[src/design/deq_pkg.sv]
package deq_pkg;

   localparam int CMD_W  = 3;
   localparam int WORD_W = 32;

   localparam logic [CMD_W-1:0] CMD_PUSH_HEAD = 3'd0;
   localparam logic [CMD_W-1:0] CMD_PUSH_TAIL = 3'd1;
   localparam logic [CMD_W-1:0] CMD_POP_HEAD  = 3'd2;
   localparam logic [CMD_W-1:0] CMD_POP_TAIL  = 3'd3;
   localparam logic [CMD_W-1:0] CMD_SIZE      = 3'd4;
   localparam logic [CMD_W-1:0] CMD_EMPTY     = 3'd5;
   localparam logic [CMD_W-1:0] CMD_FRONT     = 3'd6;
   localparam logic [CMD_W-1:0] CMD_BACK      = 3'd7;

   localparam logic signed [WORD_W-1:0] EMPTY_POP_VALUE = 32'hFFFF_FFFF;

   typedef struct packed {
      logic [CMD_W-1:0]         command;
      logic signed [WORD_W-1:0] push_value;
   } req_type;

   typedef struct packed {
      logic signed [WORD_W-1:0] result_value;
      logic                     empty_flag;
   } rsp_type;

   typedef struct packed {
      logic                     valid;
      logic                     use_mem;
      logic signed [WORD_W-1:0] value;
      logic                     flag;
   } stage_type;

endpackage

[src/design/deq_out.sv]
module deq_out (
   input  logic                        clock,
   input  logic                        reset,
   input  deq_pkg::stage_type          stage,
   input  logic [deq_pkg::WORD_W-1:0]  rd_data,
   input  logic                        rsp_stall,
   output logic                        hold,
   output logic                        rsp_valid,
   output deq_pkg::rsp_type            rsp
);

   deq_pkg::stage_type s1_ff, s1_in;
   logic               rsp_valid_ff, rsp_valid_in;
   deq_pkg::rsp_type   rsp_ff, rsp_in;
   logic               advance;

   always_comb begin
      advance = !rsp_valid_ff || !rsp_stall;
      hold    = s1_ff.valid && !advance;
      s1_in   = hold ? s1_ff : stage;

      rsp_valid_in = rsp_valid_ff && rsp_stall;
      rsp_in       = rsp_ff;
      if (s1_ff.valid && advance) begin
         rsp_valid_in        = 1'b1;
         rsp_in.result_value = s1_ff.use_mem ? $signed(rd_data) : s1_ff.value;
         rsp_in.empty_flag   = s1_ff.flag;
      end
   end

   always_ff @(posedge clock) begin
      if (reset) begin
         s1_ff.valid  <= 1'b0;
         rsp_valid_ff <= 1'b0;
      end else begin
         s1_ff.valid  <= s1_in.valid;
         rsp_valid_ff <= rsp_valid_in;
      end
      s1_ff.use_mem <= s1_in.use_mem;
      s1_ff.value   <= s1_in.value;
      s1_ff.flag    <= s1_in.flag;
      rsp_ff        <= rsp_in;
   end

   assign rsp_valid = rsp_valid_ff;
   assign rsp       = rsp_ff;

endmodule

[config.mk]
export PLATFORM = sky130hd
export DESIGN_NAME = deq_out
export DESIGN_NICKNAME = d
export VERILOG_FILES = /design/src/design/deq_pkg.sv /design/src/design/deq_out.sv
export SDC_FILE = /design/constraint.sdc
export NUM_CORES = 1
export LEC_CHECK = 0
export BUFFER_PORTS_ARGS = -buffer_cell sky130_fd_sc_hd__buf_2
export CAP_MARGIN = 20
export CORE_MARGIN = 1.5
export CORE_UTILIZATION = 48
export DETAILED_ROUTE_END_ITERATION = 8
export PLACE_DENSITY = 0.75
export RECOVER_POWER = 100
export SLEW_MARGIN = 20
export SYNTH_ARGS = -nofsm -noshare
export SYNTH_HDL_FRONTEND = slang
export SYNTH_SLANG_ARGS = --single-unit
[constraint.sdc]
create_clock -name clock -period 3.5 [get_ports clock]
set_input_delay 0.175 -clock clock [delete_from_list [all_inputs] [get_ports clock]]
set_output_delay 0.175 -clock clock [all_outputs]
set_load 0.01 [all_outputs]
==> impl_results.md, run 1 <==
- H-tree Lvls: 3
- Worst setup EP type: output port
- Clk root buf: clkbuf_8
- First drt pass iteration count: 4
- Post-layout util: a little over 60%
- Minimum clock period: 2372 ps
- Critical path startpoint category: register
- Worst slew margin: -8.712%
- Syn_nets: 182
- Final period utilization: 67.76%
- Power Density: 492.8 mW/mm²
- Worst-Margin Slew: 1621 ps
- Num rows: 26
- Sw Share: 20.22%
- Failing checks: capacitance limit, slew limit
- Worst setup path class: reg2out
- Seq/Total Area, Yosys: 78.02%
- Number of stages on the worst hold path: 1
- Pre-CTS WS: ~1800 ps
- Final Max Slew Viols: 35
- Port bufs: 104
- Commonest non-fill, non-tap cell in the layout: buf_2
- Worst skew pair latency: 330 ps
- Nets: 301
- CP bufs+invs: 2
- Crit-path max FO: 36
- DR DRC count: 0
- Distinct cells, synth: 11
- CP max stage cell: nand3_1
- Clock skew: 4.613 ps
- Post-DR vias/cell: 4.418
- Diode count: 0
- Final Hold Vio Count: 0
- R2r setup slk: around 1400 ps
- DR WL/cell: 12.89 µm
- Final GP Congestion: 0.7589
- CP peak stage delay: about 1100 ps
- Hold path start: stage[25]
- RR Startpoint: rsp_valid
- CTS tree: yes
- Part of the power in registers: between 60% and 70%
- Critical Path RT: 3320 ps
- DRT Wirelength: 3.945 mm
- Worst Path Arrival: 2200 ps
- Pin count of the biggest net entering global routing: 37
- Core Footprint: 0.005205 mm²
- Psw: 0.3229 mW
- Setup ws final: 1128 ps
- Clk slew on worst S/H paths: 60 ps
- Postcts setup bufs: 0
- Die footprint: 0.005932 mm²
- Initial antenna violation count: 0
- Reg2Reg Depth: 1
- Hold worst-path end: s1_ff[25]
- Vias in the first global route: 1250
- Maximum vdd drop: 0.2621 mV
- Total track usage: 13.69%
- #FFs+latches synth: 69
- Final setup fails: 0
- Hpwl dp: ~2.8 mm
- Synthesized area per cell: 23.48 µm²
- Area growth, synth to finish: 23.22%
- Layout cell share with drive strength beyond 1: 35.59%
- Most frequent cells in the layout: 69 x buf_2, 67 x edfxtp_1, 41 x clkbuf_1
- I/O pin count: between 100 and 150
- Fin cells: 306
- Initial DRC Count: 60
- Chip width: 77.02 µm
- Placed Cells: 284
- Comb pwr share: just over 7%
- Max-cap violations: 2
- Critical-path cell list: nand3_1 > inv_1 > clkbuf_1
- Synth warnings: 0
- R2r endpoint: s1_ff[12]
- Antenna viol nets, final: 0
- Cell family with most CP delay: simple AND/OR/NAND/NOR gates
- Die height: 77.02 µm
- Clock tree buffer depth: 2
- Cell count after synthesis: 112
- Fin Hold WS: 17.91 ps
- Routed vias: 1352
- First-pass GRT wire length: about 5.7 mm
- Fmax: 0.4216 GHz
- Synthesized area: 0.002630 mm²
- TritonCTS Buffers: 9
- Pint: roughly 1.3 mW
- CTS Sinks: 69
- Initial Utilization: 50.53%
- Fin Setup TNS: 0 ps
- Unrepaired setup endpoints after global routing: false
- Number of fill cells: 428
- Clock Power Share: 31.8%
- Hold WC Path Type: in2reg
- Global route overflow: 0
- Status: finished with violations
- Lkg Pwr: 1.262 nW
-- flip-flops by register name (all words and copies together) (netlist names) --
signal     cells
rsp           33
s1_ff         35
rsp_valid      1
-- cell type report --
cell class	count	area [µm²]	area share (%)
tap	70	87.58	2.703
multi-input combinational	37	397.9	12.28
timing repair buffer	112	544.3	16.80
sequential	69	2052	63.32
clock buffer	13	138.9	4.286
inverter	2	7.507	0.2317
clock inverter	3	12.51	0.3861
-- how the worst max path moves through the flow --
| stage | start | to | slack (ps) | cells after the start |
|---|---|---|---|---|
| after floorplan | rsp_valid | rsp[0] | 220 | 1 |
| after global placement | s1_ff[33] | rsp[13] | 1810 | 2 |
| after detailed placement | s1_ff[33] | rsp[11] | 1770 | 2 |
| after CTS | rsp_valid | hold | 1510 | 3 |
| after global routing | rsp_valid | hold | 780 | 3 |
| final | rsp_valid | hold | 1130 | 3 |
-- stage by stage --
| stage | power, mW | cell area [µm²] |
|---|---|---|
| 6_report | 1.597 | 3241 |
| 5_1_grt | 1.659 | 3241 |
| 4_1_cts | 1.644 | 3379 |
| 2_1_floorplan | 1.077 | 2630 |
| 3_5_place_dp | 1.137 | 3198 |
| 3_3_place_gp | 1.132 | 3198 |
-- routing by layer --
metal | global-route usage [%] | wire, µm | part of all wire (%) | vias to the layer above
li1 | - | - | - | 674
met4 | 11.45 | 104 | 2.6 | 0
met3 | 3.929 | 264 | 6.7 | 8
met2 | 23.01 | 2028 | 51 | 58
met1 | 14.02 | 1548 | 39 | 612
met5 | 0 | 0 | 0 | -
-- power groups by stage --
stage	sequential [mW]	clock, mW	combinational [mW]
3_3_place_gp	0.991	0	0.141
4_1_cts	0.975	0.522	0.146
5_1_grt	0.977	0.554	0.127
6_report	0.974	0.508	0.115
3_5_place_dp	0.993	0	0.143
2_1_floorplan	1.00	0	0.0768
-- Yosys cell counts (all sizes together) --
| cell type | n | area, µm² |
|---|---|---|
| buf | 4 | 71.32 |
| inv | 2 | 7.510 |
| nor2 | 1 | 3.750 |
| a21oi | 2 | 10.01 |
| dfxtp | 2 | 40.04 |
| nand3 | 1 | 5.000 |
| mux2 | 32 | 473.0 |
| edfxtp | 67 | 2012 |
| a21boi | 1 | 7.510 |
-- what timing repair did --
action                                  4_1_cts  5_1_grt
endpoints found under the setup margin        0        0
hold buffers                                  3        3
hold endpoints to repair                      4        3
resized for setup                             0        0
-- logic make-up after synthesis --
group	count (synthesis)	synth area share (%)
multiplexers	32	17.98
AO/OA/AOI/OAI	3	0.6662
AND/OR/NAND/NOR	2	0.3327
flip-flops	69	78.02
buffers and inverters	6	2.997
No activity file was read; power rests on OpenSTA's default activity.
==> run 2, diff against run 1 <==
--- a/config.mk
+++ b/config.mk
@@ -5,12 +5,13 @@
 export SDC_FILE = /design/constraint.sdc
 export NUM_CORES = 1
 export LEC_CHECK = 0
+export ABC_AREA = 1
 export BUFFER_PORTS_ARGS = -buffer_cell sky130_fd_sc_hd__buf_2
 export CAP_MARGIN = 20
 export CORE_MARGIN = 1.5
-export CORE_UTILIZATION = 48
+export CORE_UTILIZATION = 43
 export DETAILED_ROUTE_END_ITERATION = 8
-export PLACE_DENSITY = 0.75
+export PLACE_DENSITY = 0.71
 export RECOVER_POWER = 100
 export SLEW_MARGIN = 20
 export SYNTH_ARGS = -nofsm -noshare
==> constraint.sdc (replaced) <==
create_clock -name clock -period 2 [get_ports clock]
set_input_delay 0.1 -clock clock [delete_from_list [all_inputs] [get_ports clock]]
set_output_delay 0.1 -clock clock [all_outputs]
set_load 0.01 [all_outputs]
==> impl_results.md, run 2 <==
- Status: finished, final reports clean (was finished with violations)
- Hold WC Path Type: in2reg (unchanged)
- Clock skew: 8.891 ps (was 4.613 ps)
- Unrepaired setup endpoints after global routing: false (unchanged)
- Total track usage: 16.04% (was 13.69%)
- Diode count: 0 (unchanged)
- DR WL/cell: 12.35 µm (was 12.89 µm)
- RR Startpoint: rsp_valid (unchanged)
- Synthesized area: 0.002700 mm² (was 0.002630 mm²)
- Vias in the first global route: 1776 (was 1250)
- Chip width: 82.24 µm (was 77.02 µm)
- TritonCTS Buffers: 9 (unchanged)
- Synthesized area per cell: 15.00 µm² (was 23.48 µm²)
- Port bufs: 104 (unchanged)
- Lkg Pwr: 1.556 nW (was 1.262 nW)
- Largest Register: s1_ff (unchanged)
- Pin count of the biggest net entering global routing: 65 (was 37)
- Syn_nets: 250 (was 182)
- Hold path start: stage[34] (was stage[25])
- DRT Wirelength: 5.001 mm (was 3.945 mm)
- Core Footprint: 0.005991 mm² (was 0.005205 mm²)
- Final setup fails: 0 (unchanged)
- Distinct cells, synth: 12 (was 11)
- Clk root buf: clkbuf_8 (unchanged)
- Worst path depth: 2 (was 3)
- Post-DR vias/cell: 4.274 (was 4.418)
- Fmax: between 0.6 and 0.7 GHz
- Cell family with most CP delay: buffers and inverters (was simple AND/OR/NAND/NOR gates)
- Minimum clock period: roughly 1600 ps
- Max FFs per register: 35 (unchanged)
- Worst slew margin: 44.87% (was -8.712%)
- Async S/R FF share, synth: 0% (unchanged)
- Number of stages on the worst hold path: 3 (was 1)
- Initial DRC Count: 63 (was 60)
- Synth top area cells: edfxtp_1 75%, o21ai_2 9.4%, inv_1 4.9% (was edfxtp_1 76%, mux2_4 17%, buf_12 2.3%)
- Critical path startpoint category: register (unchanged)
- Worst setup path class: reg2reg (was reg2out)
- Final period utilization: 80.55%
- #FFs+latches synth: 69 (unchanged)
- Power Density: 827.5 mW/mm² (was 492.8 mW/mm²)
- Worst skew pair latency: 320 ps (was 330 ps)
- Critical-path cell list: nand3_2 > clkbuf_2 (was nand3_1 > inv_1 > clkbuf_1)
- Commonest cells in the netlist: 67 x edfxtp_1, 35 x inv_1, 31 x nand2_1 (was 67 x edfxtp_1, 30 x mux2_4, 3 x buf_12)
- Hold_buf cts: 35 (was 3)
- CP bufs+invs: 1 (was 2)
- Synth warnings: 0 (unchanged)
- Global route overflow: 0 (unchanged)
- PostCTS Resize Cnt: 0 (unchanged)
- Fin Setup TNS: 0 ps (unchanged)
- Fin cells: 405 (was 306)
- Routed vias: 1731 (was 1352)
- Commonest non-fill, non-tap cell in the layout: buf_2 (unchanged)
- Seq/Total Area, Yosys: 76.00% (was 78.02%)
- CTS tree: yes (unchanged)
- Worst Path Arrival: 1590 ps (was 2200 ps)
- Final Hold Vio Count: 0 (unchanged)
- Maximum vdd drop: 0.5337 mV (was 0.2621 mV)
- Yosys top cell by area: edfxtp_1 (unchanged)
- Top-count cell post-synth: edfxtp_1 (unchanged)
- DR DRC count: 0 (unchanged)
- Number of fill cells: 539 (was 428)
- Die height: 82.24 µm (was 77.02 µm)
- Most frequent cells in the layout: 68 x buf_2, 67 x edfxtp_1, 40 x clkbuf_1 (was 69 x buf_2, 67 x edfxtp_1, 41 x clkbuf_1)
- EDFF count, synth: 67 (unchanged)
- CP peak stage delay: 460 ps (was 1050 ps)
- Crit. Startpoint: rsp_valid (unchanged)
- CP max stage cell: clkbuf_2 (was nand3_1)
- Post-synth top area share: 74.51% (was 76.50%)
- Synth Flop Type: edfxtp_1 (unchanged)
- Max-cap violations: 0 (was 2)
- Initial Utilization: 45.07% (was 50.53%)
- H-tree Lvls: 3 (unchanged)
- Num rows: 28 (was 26)
- Die footprint: 0.006763 mm² (was 0.005932 mm²)
- Hpwl dp: 3.224 mm (was 2.758 mm)
- Final Max Slew Viols: 0 (was 35)
- I/O pin count: 105 (unchanged)
- CTS Sinks: 69 (unchanged)
- Nets: 396 (was 301)
- Worst setup EP type: register (was output port)
- Final GP Congestion: 0.7519 (was 0.7589)
- Area growth, synth to finish: 34.34% (was 23.22%)
- Critical Path RT: 1980 ps (was 3320 ps)
- First-pass GRT wire length: 7.686 mm (was 5.740 mm)
- Worst-Margin Slew: 827.0 ps (was 1621 ps)
- Initial antenna violation count: 0 (unchanged)
- Clk slew on worst S/H paths: 70 ps (was 60 ps)
- Cell count after synthesis: 180 (was 112)
- Placed Cells: 355 (was 284)
- Antenna viol nets, final: 0 (unchanged)
- Postcts setup bufs: 0 (unchanged)
- Reg2Reg Depth: 2 (was 1)
- Layout cell share with drive strength beyond 1: 26.67% (was 35.59%)
- Total Power: 3.002 mW (was 1.597 mW)
- First drt pass iteration count: 3 (was 4)
- Crit-path max FO: 21 (was 36)
- Clock tree buffer depth: 2 (unchanged)
-- run 2: cell type report --
cell class	instances	area [µm²]	area share, %
multi-input combinational	69	332.8	9.176
timing repair buffer	142	843.3	23.25
sequential	69	2052	56.57
clock inverter	2	35.03	0.9658
clock buffer	13	138.9	3.829
inverter	35	131.4	3.622
tap	75	93.84	2.587
-- run 2: worst register-to-register path, cell delays in order, from the launching register on --
cell	delay, ps
dfxtp_1	440
nand3_2	360
clkbuf_2	460
-- run 2: worst paths after layout --
path | to | slack [ps]
worst min-delay path | s1_ff[34] | 8
worst max register to register | s1_ff[13] | 390
worst max-delay path | s1_ff[13] | 390
worst min register to register | rsp[0] | 430
-- run 2: per-stage QoR --
step | worst slack, ps | util, % | area, µm² | hold slack [ps]
final | 389.0 | 60.55 | 3627 | 8.302
after global routing | 234.7 | 60.55 | 3627 | 17.49
after CTS | 459.1 | 63.49 | 3804 | 1.478
after detailed placement | 633.7 | 54.74 | 3279 | 278.1
after global placement | 671.6 | 54.74 | 3279 | 276.4
after floorplan | 138.9 | - | 2704 | 169.1
-- run 2: layer usage --
metal / vias up / global-route usage [%] / share of wire [%]
li1: 897 / - / -
met1: 767 / 16.13 / 37
met2: 55 / 29.92 / 55
met3: 12 / 3.297 / 4.2
met4: 0 / 9.831 / 2.9
met5: - / 0 / 0
-- run 2: where the power goes --
group          internal (mW)  leakage, nW  switching [mW]
Sequential              1.68        0.687          0.0223
Combinational          0.134        0.782           0.130
Clock                  0.570       0.0875           0.464
Total                   2.38         1.56           0.617
-- run 2: kinds of logic (layout without fill, tap and decap cells) --
logic type	count (synthesis)	count (layout)	synth area share, %
compound gates	35	35	10.52
buf+inv	42	192	8.526
flops	69	69	76.00
simple gates	34	34	4.958
==> run 3, diff against run 2 <==
==> constraint.sdc (replaced) <==
create_clock -name clock -period 1.3 [get_ports clock]
set_input_delay 0.065 -clock clock [delete_from_list [all_inputs] [get_ports clock]]
set_output_delay 0.065 -clock clock [all_outputs]
set_load 0.01 [all_outputs]
==> impl_results.md, run 3 (synthesis results as in run 2) <==
- Hpwl dp: 3.357 mm (was 3.224 mm)
- CP bufs+invs: 3 (was 1)
- Port bufs: 104 (unchanged)
- Die height: 82.24 µm (unchanged)
- Most frequent cells in the layout: 70 x buf_2, 67 x edfxtp_1, 51 x dlygate4sd3_1 (was 68 x buf_2, 67 x edfxtp_1, 40 x clkbuf_1)
- Fin Hold WS: 18.79 ps (was 8.302 ps)
- CP peak stage delay: 380 ps (was 460 ps)
- Total track usage: 16.68% (was 16.04%)
- Cell family with most CP delay: flip-flops (was buffers and inverters)
- Global route overflow: 0 (unchanged)
- Final period utilization: 92.89%
- Worst skew pair latency: 340 ps (was 320 ps)
- Post-layout util: 63.91% (was 60.55%)
- Worst setup path class: reg2out (was reg2reg)
- CP max stage cell: dfxtp_4 (was clkbuf_2)
- CTS Sinks: 69 (unchanged)
- Die footprint: 0.006763 mm² (unchanged)
- Post-DR vias/cell: 4.291 (was 4.274)
- Worst slew margin: 72.09% (was 44.87%)
- Critical Path RT: 1240 ps (was 1980 ps)
- Antenna viol nets, final: 0 (unchanged)
- Initial antenna violation count: 0 (unchanged)
- Final Hold Vio Count: 0 (unchanged)
- Nets: 414 (was 396)
- Initial DRC Count: 112 (was 63)
- Setup ws final: 92.45 ps (was 389.0 ps)
- Clk root buf: clkbuf_8 (unchanged)
- Minimum clock period: approximately 1200 ps
- Num rows: 28 (unchanged)
- DRT Wirelength: 5.403 mm (was 5.001 mm)
- Number of fill cells: 506 (was 539)
- Worst-Margin Slew: 418.7 ps (was 827.0 ps)
- Final setup fails: 0 (unchanged)
- Critical-path cell list: nand3_4 > buf_12 > inv_1 > buf_2 (was nand3_2 > clkbuf_2)
- Largest Register: s1_ff (unchanged)
- Power Density: 1164 mW/mm² (was 827.5 mW/mm²)
- Crit-path max FO: 19 (was 21)
- Sw Share: 21.78% (was 20.56%)
- Total Power: 4.458 mW (was 3.002 mW)
- Unrepaired setup endpoints after global routing: false (unchanged)
- CTS tree: yes (unchanged)
- Fmax: a little over 0.8 GHz
- Hold WC Path Type: in2reg (unchanged)
- Pin count of the biggest net entering global routing: 37 (was 65)
- Layout cell share with drive strength beyond 1: 27.38% (was 26.67%)
- Chip width: 82.24 µm (unchanged)
- First drt pass iteration count: 4 (was 3)
- Lkg Pwr: 1.647 nW (was 1.556 nW)
- Core Footprint: 0.005991 mm² (unchanged)
- Pre-CTS WS: 191.8 ps (was 633.7 ps)
- Pint: 3.487 mW (was 2.385 mW)
- DR WL/cell: 12.80 µm (was 12.35 µm)
- Clock tree buffer depth: 2 (unchanged)
- Commonest non-fill, non-tap cell in the layout: buf_2 (unchanged)
- Clock skew: 12.03 ps (was 8.891 ps)
- TritonCTS Buffers: 9 (unchanged)
- PostCTS Resize Cnt: 0 (unchanged)
- DR DRC count: 0 (unchanged)
- Initial Utilization: 45.07% (unchanged)
- Final Max Slew Viols: 0 (unchanged)
- H-tree Lvls: 3 (unchanged)
- Routed vias: 1811 (was 1731)
- Critical path startpoint category: register (unchanged)
- Max-cap violations: 0 (unchanged)
- Vias in the first global route: 1817 (was 1776)
- Max FFs per register: 35 (unchanged)
- First-pass GRT wire length: 7.790 mm (was 7.686 mm)
- I/O pin count: 105 (unchanged)
- Clock Power Share: 30.8% (was 34.5%)
- Comb pwr share: 10.4% (was 8.8%)
- Worst Path Arrival: 1140 ps (was 1590 ps)
- Part of the power in registers: 58.9% (was 56.7%)
- Worst setup EP type: output port (was register)
- Final GP Congestion: 0.7178 (was 0.7519)
- Status: finished, final reports clean (unchanged)
- Clk slew on worst S/H paths: 60 ps (was 70 ps)
- Diode count: 0 (unchanged)
- Psw: 0.9711 mW (was 0.6171 mW)
- Maximum vdd drop: 0.5806 mV (was 0.5337 mV)
- Area growth, synth to finish: 41.80% (was 34.34%)
[run 3: repair_timing]
action                    CTS  global route
buffers inserted            0             0
hold endpoints to repair   51             0
hold buffers               51             0
[run 3: worst paths after layout]
path / cells past startpoint / slack, ps / to / start
setup reg to reg: 3 / 110 / rsp[13] / s1_ff[34]
hold / removal: 3 / 20 / rsp[11] / rd_data[10]
setup / recovery: 4 / 90 / hold / rsp_valid
hold reg to reg: 0 / 440 / rsp[0] / s1_ff[0]
[run 3: layout make-up]
| class | instances | area, µm² | area share [%] |
|---|---|---|---|
| sequential | 69 | 2057 | 53.73 |
| clock buffer | 10 | 127.6 | 3.333 |
| clock inverter | 4 | 17.52 | 0.4575 |
| multi-input combinational | 69 | 345.3 | 9.020 |
| timing repair buffer | 160 | 1056 | 27.58 |
| tap | 75 | 93.84 | 2.451 |
| inverter | 35 | 131.4 | 3.431 |
[run 3: tightest hold or removal path, stage by stage]
cell	delay (ps)
buf_2	80
nand2_1	40
o21ai_0	60
[run 3: metrics by stage]
step                      instances  area [µm²]  TNS, ps
final                           422        3829        0
after global routing            422        3829        0
after detailed placement        357        3344        0
after CTS                       422        4000        0
after floorplan                 180        2729    -2024
after global placement          357        3344        0
[run 3: routing by layer]
metal | vias up | GRT usage, % | wire length (µm)
li1 | 933 | - | -
met5 | - | 0 | 0
met2 | 63 | 30.41 | 2949
met1 | 805 | 16.57 | 2045
met4 | 0 | 10.68 | 128
met3 | 10 | 4.396 | 280
[run 3: power groups by stage]
stage / Clock (mW) / Combinational (mW) / Sequential, mW
after global placement: 0 / 0.408 / 2.67
after global routing: 1.51 / 0.512 / 2.63
final: 1.37 / 0.463 / 2.62
after floorplan: 0 / 0.209 / 2.70
after detailed placement: 0 / 0.422 / 2.67
after CTS: 1.42 / 0.540 / 2.62
