--- config.mk ---
export PLATFORM = sky130hd
export DESIGN_NAME = deq_ctrl
export DESIGN_NICKNAME = d
export VERILOG_FILES = /design/src/design/deq_pkg.sv /design/src/design/deq_ctrl.sv
export SDC_FILE = /design/constraint.sdc
export NUM_CORES = 1
export LEC_CHECK = 0
export BUFFER_PORTS_ARGS = -buffer_cell sky130_fd_sc_hd__buf_2
export CAP_MARGIN = 30
export CORE_UTILIZATION = 41
export DETAILED_ROUTE_END_ITERATION = 7
export HOLD_SLACK_MARGIN = 0.12
export PLACE_DENSITY = 0.75
export SYNTH_ARGS = -nofsm -noshare
export SYNTH_HDL_FRONTEND = slang
export SYNTH_SLANG_ARGS = --single-unit
--- constraint.sdc ---
create_clock -name clock -period 3 [get_ports clock]
set_clock_uncertainty 0.2 [all_clocks]
set_input_delay 0.3 -clock clock [delete_from_list [all_inputs] [get_ports clock]]
set_output_delay 0.3 -clock clock [all_outputs]
set_load 0.02 [all_outputs]
--- src/design/deq_pkg.sv ---
package deq_pkg;

   localparam int CMD_W  = 3;
   localparam int WORD_W = 32;

   localparam logic [CMD_W-1:0] CMD_PUSH_HEAD = 3'd0;
   localparam logic [CMD_W-1:0] CMD_PUSH_TAIL = 3'd1;
   localparam logic [CMD_W-1:0] CMD_POP_HEAD  = 3'd2;
   localparam logic [CMD_W-1:0] CMD_POP_TAIL  = 3'd3;
   localparam logic [CMD_W-1:0] CMD_SIZE      = 3'd4;
   localparam logic [CMD_W-1:0] CMD_EMPTY     = 3'd5;
   localparam logic [CMD_W-1:0] CMD_FRONT     = 3'd6;
   localparam logic [CMD_W-1:0] CMD_BACK      = 3'd7;

   localparam logic signed [WORD_W-1:0] EMPTY_POP_VALUE = 32'hFFFF_FFFF;

   typedef struct packed {
      logic [CMD_W-1:0]         command;
      logic signed [WORD_W-1:0] push_value;
   } req_type;

   typedef struct packed {
      logic signed [WORD_W-1:0] result_value;
      logic                     empty_flag;
   } rsp_type;

   typedef struct packed {
      logic                     valid;
      logic                     use_mem;
      logic signed [WORD_W-1:0] value;
      logic                     flag;
   } stage_type;

endpackage

--- src/design/deq_ctrl.sv ---
module deq_ctrl #(
   parameter int DEPTH = 1024
) (
   input  logic                          clock,
   input  logic                          reset,
   input  logic                          accept,
   input  deq_pkg::req_type              req,
   output logic                          wr_en,
   output logic [$clog2(DEPTH)-1:0]      wr_addr,
   output logic [deq_pkg::WORD_W-1:0]    wr_data,
   output logic                          rd_en,
   output logic [$clog2(DEPTH)-1:0]      rd_addr,
   output deq_pkg::stage_type            stage
);

   localparam int AW = $clog2(DEPTH);
   localparam int CW = $clog2(DEPTH + 1);
   localparam int SW = CW + 1;

   logic [AW-1:0] head_ff, head_in;
   logic [CW-1:0] count_ff, count_in;

   logic          empty;
   logic          full;
   logic [AW-1:0] head_dec;
   logic [AW-1:0] head_inc;
   logic [SW-1:0] tail_sum;
   logic [SW-1:0] back_sum;
   logic [AW-1:0] tail_pos;
   logic [AW-1:0] back_pos;

   always_comb begin
      empty    = (count_ff == '0);
      full     = (count_ff == CW'(DEPTH));
      head_dec = (head_ff == '0) ? AW'(DEPTH - 1) : head_ff - AW'(1);
      head_inc = (head_ff == AW'(DEPTH - 1)) ? '0 : head_ff + AW'(1);
      tail_sum = SW'(head_ff) + SW'(count_ff);
      back_sum = tail_sum - SW'(1);
      tail_pos = (tail_sum >= SW'(DEPTH)) ? AW'(tail_sum - SW'(DEPTH)) : AW'(tail_sum);
      back_pos = (back_sum >= SW'(DEPTH)) ? AW'(back_sum - SW'(DEPTH)) : AW'(back_sum);
   end

   always_comb begin
      head_in       = head_ff;
      count_in      = count_ff;
      wr_en         = 1'b0;
      wr_addr       = tail_pos;
      wr_data       = req.push_value;
      rd_en         = 1'b0;
      rd_addr       = head_ff;
      stage.valid   = 1'b0;
      stage.use_mem = 1'b0;
      stage.value   = '0;
      stage.flag    = 1'b0;
      if (accept) begin
         case (req.command)
            deq_pkg::CMD_PUSH_HEAD: begin
               if (!full) begin
                  wr_en    = 1'b1;
                  wr_addr  = head_dec;
                  head_in  = head_dec;
                  count_in = count_ff + CW'(1);
               end
            end
            deq_pkg::CMD_PUSH_TAIL: begin
               if (!full) begin
                  wr_en    = 1'b1;
                  wr_addr  = tail_pos;
                  count_in = count_ff + CW'(1);
               end
            end
            deq_pkg::CMD_POP_HEAD, deq_pkg::CMD_POP_TAIL: begin
               stage.valid = 1'b1;
               if (empty) begin
                  stage.value = deq_pkg::EMPTY_POP_VALUE;
                  stage.flag  = 1'b1;
               end else begin
                  stage.use_mem = 1'b1;
                  rd_en         = 1'b1;
                  count_in      = count_ff - CW'(1);
                  if (req.command == deq_pkg::CMD_POP_HEAD) begin
                     rd_addr = head_ff;
                     head_in = head_inc;
                  end else begin
                     rd_addr = back_pos;
                  end
               end
            end
            deq_pkg::CMD_SIZE: begin
               stage.valid = 1'b1;
               stage.value = deq_pkg::WORD_W'(count_ff);
            end
            deq_pkg::CMD_EMPTY: begin
               stage.valid = 1'b1;
               stage.value = deq_pkg::WORD_W'(empty);
            end
            deq_pkg::CMD_FRONT: begin
               if (!empty) begin
                  stage.valid   = 1'b1;
                  stage.use_mem = 1'b1;
                  rd_en         = 1'b1;
                  rd_addr       = head_ff;
               end
            end
            default: begin
               if (!empty) begin
                  stage.valid   = 1'b1;
                  stage.use_mem = 1'b1;
                  rd_en         = 1'b1;
                  rd_addr       = back_pos;
               end
            end
         endcase
      end
   end

   always_ff @(posedge clock) begin
      if (reset) begin
         head_ff  <= '0;
         count_ff <= '0;
      end else begin
         head_ff  <= head_in;
         count_ff <= count_in;
      end
   end

endmodule

==> results of run 1 <==
synth_stat cells (all sizes together) (3+ instances only):
master and count:
buf 60, nand2 50, nor2 41, a21oi 40
clkbuf 25, o21ai 25, dfxtp 21, ha 21
xnor2 15, inv 14, nand3 13, nor3 13
xor2 10, a21o 9, a211oi 7, and3 7
o31ai 7, a31oi 6, nor4 6, mux2i 5
o21a 5, a221oi 4, mux2 4, nor3b 4
o21bai 4, o22ai 4, or3 4, and2 3
and4 3, nand2b 3, nand4 3, nor2b 3
nor4b 3, o211ai 3, o31a 3, or2 3
layout make-up:
cell class | count | area (µm²) | share of cell area [%]
Clock buffer | 3 | 41.3 | 1.02
Clock inverter | 1 | 5.00 | 0.123
Inverter | 15 | 57.6 | 1.42
Multi-Input combinational cell | 357 | 2640 | 64.8
Sequential cell | 21 | 427 | 10.5
Tap cell | 102 | 128 | 3.14
Timing Repair Buffer | 114 | 773 | 19.0
layer usage:
layer / wire, µm / track usage (%)
met1: 4150 / 29.6
met2: 4770 / 36.0
met3: 792 / 2.87
met4: 229 / 7.55
met5: 0 / 0
placed cells by master, fill, tap and decap left out, types with 11 or more instances in the layout:
master and count:
buf_4 59, nand2_1 49, buf_2 49, nor2_1 40, a21oi_1 35, o21ai_0 18
dfxtp_1 16, ha_1 14, xnor2_1 13, inv_1 12, nand3_1 11, nor3_1 11
repair_timing:
item | CTS | global route
hold buffers | 0 | 0
setup endpoints to repair | 17 | 51
buffers inserted | 10 | 2
gates cloned | 0 | 0
pin swaps | 14 | 3
gates resized for setup | 54 | 15
path summary, 6_finish.rpt:
kind | startpoint | end | cells past startpoint
max | head_ff[0]$_SDFFE_PP0P_ | rd_addr[6] | 9
max reg2reg | head_ff[0]$_SDFFE_PP0P_ | head_ff[9]$_SDFFE_PP0P_ | 12
min reg2reg | count_ff[5]$_SDFFE_PP0P_ | count_ff[5]$_SDFFE_PP0P_ | 2
min | reset | count_ff[4]$_SDFFE_PP0P_ | 2
power by group:
part | switching (µW) | internal (µW) | total, µW | leakage [µW]
Sequential | 31.6 | 301 | 332 | 0.000173
Combinational | 644 | 516 | 1160 | 0.00166
Clock | 102 | 92.7 | 195 | 0.0000255
logic make-up after synthesis:
logic type | Yosys count | share of synthesized area [%]
XOR/XNOR | 25 | 6.52
multiplexers | 9 | 2.83
adder cells (fa/ha/maj) | 23 | 9.01
AND/OR/NAND/NOR | 165 | 24.5
buffers and inverters | 100 | 17.5
AO/OA/AOI/OAI | 135 | 27.2
flip-flops | 21 | 12.5
state kept, by name, summed over array words and instances, names as in the netlist:
name,cells
count_ff,11
head_ff,10
through the flow:
stage                     hold slack, ps  util [%]
after CTS                            275      51.3
after global placement               337      46.6
after detailed placement             343      46.6
final                                305      52.1
after global routing                 296      52.1
after floorplan                      278         -
==> qor.csv, run 1 <==
metric,value,unit
status,"complete, but fails checks",
violated checks,negative setup slack,
CP arrival,2670,ps
HPWL Detailed,7100,µm
Setup crit end kind,primary output,
sequential fraction of the synthesis area,12.5,%
post-synthesis instance area,0.00336,mm²
gr usage total,22.0,%
fin crit period,3170,ps
detailed router's first-iteration violation count,278,
critical-path cell list,ha_4 > fa_2 > a21o_1 > a211oi_1 > o22ai_2 > nor2_1 > xor2_1 > o21ai_1 > buf_4,
Post-synth top flop,dfxtp_1,
Synth top area share,12.5,%
initial antenna violation count,0,
Max VDD drop,0.180,mV
Ys Warns,0,
nets@finish,573,
"worst slack, placed",-59.7,ps
kind of cell adding the most delay to the critical path,compound AO/OA/AOI/OAI gates,
final wirelength,9950,µm
Bufs on Longest Clock Path,2,
die height,92.5,µm
Post-synth EDFFs,0,
Synth area leaders,"dfxtp_1 (13%), buf_4 (12%), ha_1 (7.8%)",
WS Path Type,flop to primary output,
fill count,721,
initial core utilization,43.0,%
Critical Path Max Stage Delay,410,ps
IO Count,127,
core box area,0.00781,mm²
total design power,1690,µW
ys async rst share,0,%
H-tree depth,1,
fraction of layout cells with a size suffix above 1,36.2,%
"Slew Viols, Final",0,
first-pass GRT wire length,15400,µm
Syn Inst Count,478,
"Req. time, crit path",2500,ps
Die Area,0.00856,mm²
final instance area,0.00407,mm²
post-synth cell types,69,
TritonRoute pass-1 iters,5,
clk slew on worst S/H paths,90,ps
Mapped Avg Cell Area,7.03,µm²
worst slew pin tran,829,ps
Power Dens Cells,415,mW/mm²
number of setup violations in the final report,11,
Final Non-Filler Cells,613,
Post-Syn Nets,539,
num rows,32,
post-route setup slack,-172,ps
routability cong.,0.898,
"Period Utilization, post-route",106,%
buffers and inverters on the worst path,1,
chip width,92.5,µm
Max Cap Violations,0,
r2r setup slk,160,ps
relative slew slack,44.5,%
Area Overhead vs Synth,21.0,%
crit path max fanout,4,
TritonCTS Sinks,21,
WL per Instance,16.2,µm
Worst setup SP type,flop,
Area after DPL,0.00364,mm²
cts bufs inserted,3,
later-pin clock latency in the skew report,260,ps
Port Buffers,62,
largest net degree at the start of global routing,26,
Fin. Hold Viols,0,
worst min path class,primary input to flop,
CTS tree,yes,
Synth area leader,dfxtp_1,
slowest CP cell,a211oi_1,
setup TNS,-1180,ps
post-route ant nets,0,
leakage,0.00186,µW
GR Overflow Total,0,
Synth Register Bits,21,
Root Driver,clkbuf_8,
DRC viols,0,
placed insts,598,
vias per cell,5.90,
DR vias,3615,
RSZ-0062 raised after global routing,yes,
vias in the first global route,3278,
diode count,0,
Peak Freq,315,MHz
(Power assumes the default switching activity.)
==> inputs of run 2 (changes only) <==
Settings changed: CAP_MARGIN 30 to 20, PLACE_DENSITY 0.75 to 0.73.
Clock period 3 ns to 3.4 ns, I/O delays scaled along.
==> run 2 against run 1 <==
  * The run now ends clean
  * Die area unchanged
  * First-iteration DRC count increased by 24%
  * Flip-flop and latch count unchanged
  * Count of clock-buffer cells in the layout increased by 1
  * Sequential power decreased by 11%
  * Total power decreased by 24%
==> qor.csv, run 2 (same netlist as run 1, synthesis figures left out) <==
metric,value,unit,change
status,completed,,
post-route ant nets,0,,unchanged
worst r2r src,count_ff[1]$_SDFFE_PP0P_,,
CP startpoint,count_ff[0]$_SDFFE_PP0P_,,
"Period Utilization, post-route",96.8,%,
Hold Startpoint,reset,,
Setup crit end kind,primary output,,
later-pin clock latency in the skew report,260,ps,about the same
vias in the first global route,3162,,-3.5%
most frequent cells in the layout,"buf_2 (61), nand2_1 (49), nor2_1 (40), a21oi_1 (39), buf_4 (23)",,
number of setup violations in the final report,0,,-11
kind of cell adding the most delay to the critical path,compound AO/OA/AOI/OAI gates,,
critical-path cell list,ha_4 > fa_2 > xnor2_2 > nand3_2 > a211oi_2 > o31ai_2 > o31a_1 > o31ai_2 > buf_4,,
DR vias,3466,,-4.1%
diode count,0,,unchanged
total design power,1280,µW,-24%
"Slew Viols, Final",0,,unchanged
Die Area,0.00856,mm²,unchanged
TritonRoute pass-1 iters,5,,unchanged
detailed router's first-iteration violation count,344,,+24%
Fin. Hold Viols,0,,unchanged
first-pass GRT wire length,15000,µm,-2.4%
chip width,92.5,µm,unchanged
HPWL Detailed,6870,µm,-3.2%
routability cong.,0.917,,+2.2%
GR Overflow Total,0,,unchanged
area of the multi-input gates,0.00247,mm²,-6.4%
fraction of layout cells with a size suffix above 1,27.9,%,-8.3 points
clk slew on worst S/H paths,90,ps,about the same
IO Count,127,,unchanged
number of flip-flops in the largest register,11,,unchanged
final wirelength,9510,µm,-4.5%
"worst slack, placed",131,ps,+190 ps
initial antenna violation count,0,,unchanged
"Req. time, crit path",2860,ps,+360 ps
Port Buffers,62,,unchanged
slowest CP cell,fa_2,,
cts hold-fix bufs,0,,unchanged
CP arrival,2750,ps,+80 ps
Top Registers,"count_ff x11, head_ff x10",,
fill count,775,,+7.5%
Max Cap Violations,0,,unchanged
Peak Freq,304,MHz,
DRC viols,0,,unchanged
buffers and inverters on the worst path,1,,unchanged
Area Overhead vs Synth,7.11,%,
gr usage total,21.3,%,-0.70 points
CTS tree,yes,,
Worst path most repeated cell,o31ai_2,,
Bufs on Longest Clock Path,2,,unchanged
nets@finish,543,,-5.2%
H-tree depth,1,,unchanged
worst min path class,primary input to flop,,
Root Driver,clkbuf_8,,
Max VDD drop,0.157,mV,-13%
Worst setup SP type,flop,,
cts bufs inserted,3,,unchanged
TritonCTS Sinks,21,,unchanged
largest net degree at the start of global routing,26,,unchanged
leakage,0.00164,µW,-11%
die height,92.5,µm,unchanged
initial core utilization,43.0,%,unchanged
num rows,32,,unchanged
WS Path Type,flop to primary output,,
"most common cell after layout, fill and taps aside",buf_2,,
vias per cell,5.95,,+0.81%
fin crit period,3290,ps,
relative slew slack,46.2,%,+1.7 points
core box area,0.00781,mm²,unchanged
Critical Path Max Stage Delay,420,ps,about the same
post-route setup slack,108,ps,+280 ps
Reg with most FFs,count_ff,,
Reg area,425,µm²,-0.29%
crit path max fanout,5,,+1
worst slew pin tran,804,ps,-25.1 ps
WL per Instance,16.3,µm,+0.46%
Power Dens Cells,354,mW/mm²,-15%
## run 2: cell types whose count changed in the layout (fill, tap and decap cells not counted), moves of 3 or more
| cell | before | now |
|---|---|---|
| a21oi_1 | 35 | 39 |
| a21oi_2 | 5 | 1 |
| buf_2 | 49 | 61 |
| buf_4 | 59 | 23 |
| buf_6 | 4 | 0 |
| o21ai_0 | 18 | 21 |
| o21ai_1 | 5 | 2 |
| o31ai_2 | 0 | 3 |
| o31ai_4 | 3 | 0 |
## run 2: power by group
group | switching, µW | internal (µW) | total [µW]
registers | 32.2 | 265 | 297
logic | 488 | 318 | 806
clock network | 88.8 | 83.6 | 172
## run 2: cell type report
class	count	share of cell area, %
clock buffers	4	1.25
inverters	15	1.56
multi-input cells	357	68.5
flip-flops and latches	21	11.8
well taps	102	3.55
repair buffers	84	13.3
## run 2: final timing paths
| path | to | slack (ps) | cells after the start |
|---|---|---|---|
| worst max-delay path | rd_addr[9] | 110 | 9 |
| worst max register to register | count_ff[9]$_SDFFE_PP0P_ | 630 | 8 |
| worst min register to register | count_ff[2]$_SDFFE_PP0P_ | 370 | 2 |
| worst min-delay path | count_ff[3]$_SDFFE_PP0P_ | 330 | 2 |
## run 2: per-layer routing
layer	global-route usage [%]	share of wire, %
met1	28.6	44
met2	34.3	47
met3	3.37	7.0
met4	7.81	2.3
met5	0	0
## run 2: stage by stage
step	hold WS, ps	instances	TNS (ps)	util, %	area, µm²
4_1_cts	324	577	-97.1	44.2	3450
3_5_place_dp	346	573	0	43.4	3390
6_report	326	583	0	46.1	3600
2_1_floorplan	278	478	0	-	3360
3_3_place_gp	337	573	0	43.4	3390
5_1_grt	353	583	-80.0	46.1	3600
## run 2: what timing repair did
action,4_1_cts,5_1_grt
pin swaps,0,6
endpoints found under the setup margin,9,16
resized for setup,5,25
buffers inserted,0,6
==> inputs of run 3 (changes only) <==
--- a/config.mk
+++ b/config.mk
@@ -8,8 +8,8 @@
 export BUFFER_PORTS_ARGS = -buffer_cell sky130_fd_sc_hd__buf_2
 export CAP_MARGIN = 20
-export CORE_UTILIZATION = 41
+export CORE_UTILIZATION = 42
 export DETAILED_ROUTE_END_ITERATION = 7
 export HOLD_SLACK_MARGIN = 0.12
-export PLACE_DENSITY = 0.73
+export PLACE_DENSITY = 0.74
 export SYNTH_ARGS = -nofsm -noshare
 export SYNTH_HDL_FRONTEND = slang
--- a/constraint.sdc
+++ b/constraint.sdc
@@ -3,3 +3,3 @@
 set_input_delay 0.34 -clock clock [delete_from_list [all_inputs] [get_ports clock]]
 set_output_delay 0.34 -clock clock [all_outputs]
-set_load 0.02 [all_outputs]
+set_load 0.005 [all_outputs]
==> run 3 against run 2 <==
  * Global-route usage down 0.066 points
  * Utilization down 0.20 points
  * Non-clock buffer count down 4
  * Critical endpoint unchanged
  * First-iteration DRC count down 41%
  * Total power down 7.3%
  * Count of clock-buffer cells in the layout unchanged
  * Largest cell class unchanged
  * Wire length down 5.5%
  * Largest power group unchanged
==> qor.csv, run 3 (same netlist as run 1, synthesis figures left out) <==
metric,value,unit,change
status,completed,,
Sequential Power Share,25.0,%,+1.7 points
buffers and inverters on the worst path,1,,unchanged
DRT met1 WL,3940,µm,-5.0%
WL per Instance,15.5,µm,-4.9%
RSZ-0062 raised after global routing,yes,,
initial core utilization,43.5,%,+0.45 points
kind of cell adding the most delay to the critical path,compound AO/OA/AOI/OAI gates,,
Top Layer Used,met4,,
HPWL Detailed,6810,µm,-0.91%
diode count,0,,unchanged
met2 routed WL,4220,µm,-5.9%
first-pass GRT wire length,14500,µm,-3.8%
CP arrival,2720,ps,-30 ps
"Req. time, crit path",2860,ps,about the same
Top Registers,"count_ff x11, head_ff x10",,
die height,91.5,µm,-1.2%
Fin. Hold Viols,0,,unchanged
Cell Int Power,656,µW,-1.5%
Final Non-Filler Cells,579,,-0.69%
initial antenna violation count,0,,unchanged
gr usage total,21.3,%,-0.066 points
CTS tree,yes,,
IO Count,127,,unchanged
GR Overflow Total,0,,unchanged
num rows,32,,unchanged
H-tree depth,1,,unchanged
nets@finish,539,,-0.74%
crit path max fanout,6,,+1
"most common cell after layout, fill and taps aside",buf_2,,
DR vias,3406,,-1.7%
Max VDD drop,0.130,mV,-17%
clk slew on worst S/H paths,90,ps,about the same
post-route ant nets,0,,unchanged
"Period Utilization, post-route",95.9,%,-0.96 points
fill count,765,,-1.3%
most frequent cells in the layout,"buf_2 (62), nand2_1 (49), nor2_1 (40), a21oi_1 (39), o21ai_0 (21)",,
vias in the first global route,3065,,-3.1%
routability cong.,0.902,,-1.6%
Port Buffers,62,,unchanged
Max Cap Violations,0,,unchanged
worst min path class,primary input to flop,,
final instance area,0.00355,mm²,-1.5%
TritonCTS Sinks,21,,unchanged
placed insts,574,,+0.17%
Clk pwr share,15.4,%,+1.9 points
vias per cell,5.88,,-1.1%
core box area,0.00773,mm²,-1.0%
met3 WL,637,µm,-3.6%
Die Area,0.00836,mm²,-2.3%
WS Path Type,flop to primary output,,
DRC viols,0,,unchanged
Worst setup SP type,flop,,
Critical Path Max Stage Delay,420,ps,about the same
hold slack,308,ps,-17.7 ps
Area Overhead vs Synth,5.55,%,
Reg with most FFs,count_ff,,
Setup crit end kind,primary output,,
largest net degree at the start of global routing,26,,unchanged
Area after DPL,0.00340,mm²,+0.22%
Bufs on Longest Clock Path,2,,unchanged
Root Driver,clkbuf_8,,
worst slew pin tran,812,ps,+7.67 ps
fraction of layout cells with a size suffix above 1,26.0,%,-1.9 points
number of setup violations in the final report,0,,unchanged
detailed router's first-iteration violation count,202,,-41%
"Slew Viols, Final",0,,unchanged
TritonRoute pass-1 iters,5,,unchanged
cts bufs inserted,3,,unchanged
slowest CP cell,fa_2,,
Power Dens Cells,333,mW/mm²,-5.9%
Peak Freq,307,MHz,+1.0%
number of flip-flops in the largest register,11,,unchanged
critical-path cell list,ha_4 > fa_2 > xnor2_1 > nand3_2 > a211oi_2 > o31ai_2 > o31a_1 > o31ai_1 > buf_2,,
Gate power share,59.6,%,-3.6 points
net switching power,526,µW,-14%
later-pin clock latency in the skew report,280,ps,+20 ps
sw frac,44.5,%,-3.2 points
fin crit period,3260,ps,-32.7 ps
relative slew slack,45.7,%,-0.51 points
leakage,0.00163,µW,-1.1%
final wirelength,8980,µm,-5.5%
chip width,91.5,µm,-1.2%
==> run 3: worst register-to-register path, delay by kind of cell (launching register included) <==
family                     cells  cell delay (ps)
and+or+nand+nor                4             1450
AOI/OAI and AO/OA              2              290
adders and majority gates      1              210
DFF                            1              380
buffers and inverters          1              110
==> run 3: final cells by class <==
type	instances	area [µm²]	area share [%]
clock buffers	4	45.0	1.27
inverters	15	56.3	1.59
multi-input cells	357	2450	69.0
flip-flops and latches	21	427	12.0
well taps	102	128	3.60
repair buffers	80	445	12.6
==> run 3: power by group through the flow <==
stage          Sequential (µW)  Clock, µW  Combinational (µW)
2_1_floorplan              287          0                 547
3_3_place_gp               297          0                 647
3_5_place_dp               298          0                 658
4_1_cts                    292        185                 663
5_1_grt                    299        195                 774
6_report                   295        182                 705
==> run 3: path summary, 6_finish.rpt <==
check	start	end	slack [ps]	cells past startpoint
max reg2reg	head_ff[1]$_SDFFE_PP0P_	head_ff[3]$_SDFFE_PP0P_	690	8
min	reset	count_ff[4]$_SDFFE_PP0P_	310	2
min reg2reg	count_ff[5]$_SDFFE_PP0P_	count_ff[5]$_SDFFE_PP0P_	360	2
max	head_ff[0]$_SDFFE_PP0P_	rd_addr[9]	140	9
==> run 3: through the flow <==
| step | total power (µW) | util [%] | worst slack (ps) | TNS, ps |
|---|---|---|---|---|
| global route | 1270 | 45.9 | -62.0 | -83.0 |
| detailed placement | 956 | 43.9 | 251 | 0 |
| floorplan | 834 | - | 70.2 | 0 |
| finish | 1180 | 45.9 | 141 | 0 |
| global placement | 945 | 43.9 | 325 | 0 |
| CTS | 1140 | 44.6 | 5.38 | 0 |
==> run 3: timing repair <==
| action | 4_1_cts | 5_1_grt |
|---|---|---|
| resized for setup | 1 | 23 |
| cloned | 0 | 0 |
| endpoints found under the setup margin | 2 | 15 |
| setup buffers | 0 | 1 |
| pin swaps | 0 | 2 |
| hold buffers | 0 | 0 |
==> run 3: metal layers <==
layer / global-route usage, % / vias up
met1: 28.2 / 1583
li1: - / 1654
met3: 2.85 / 25
met5: 0 / -
met2: 33.6 / 144
met4: 10.6 / 0
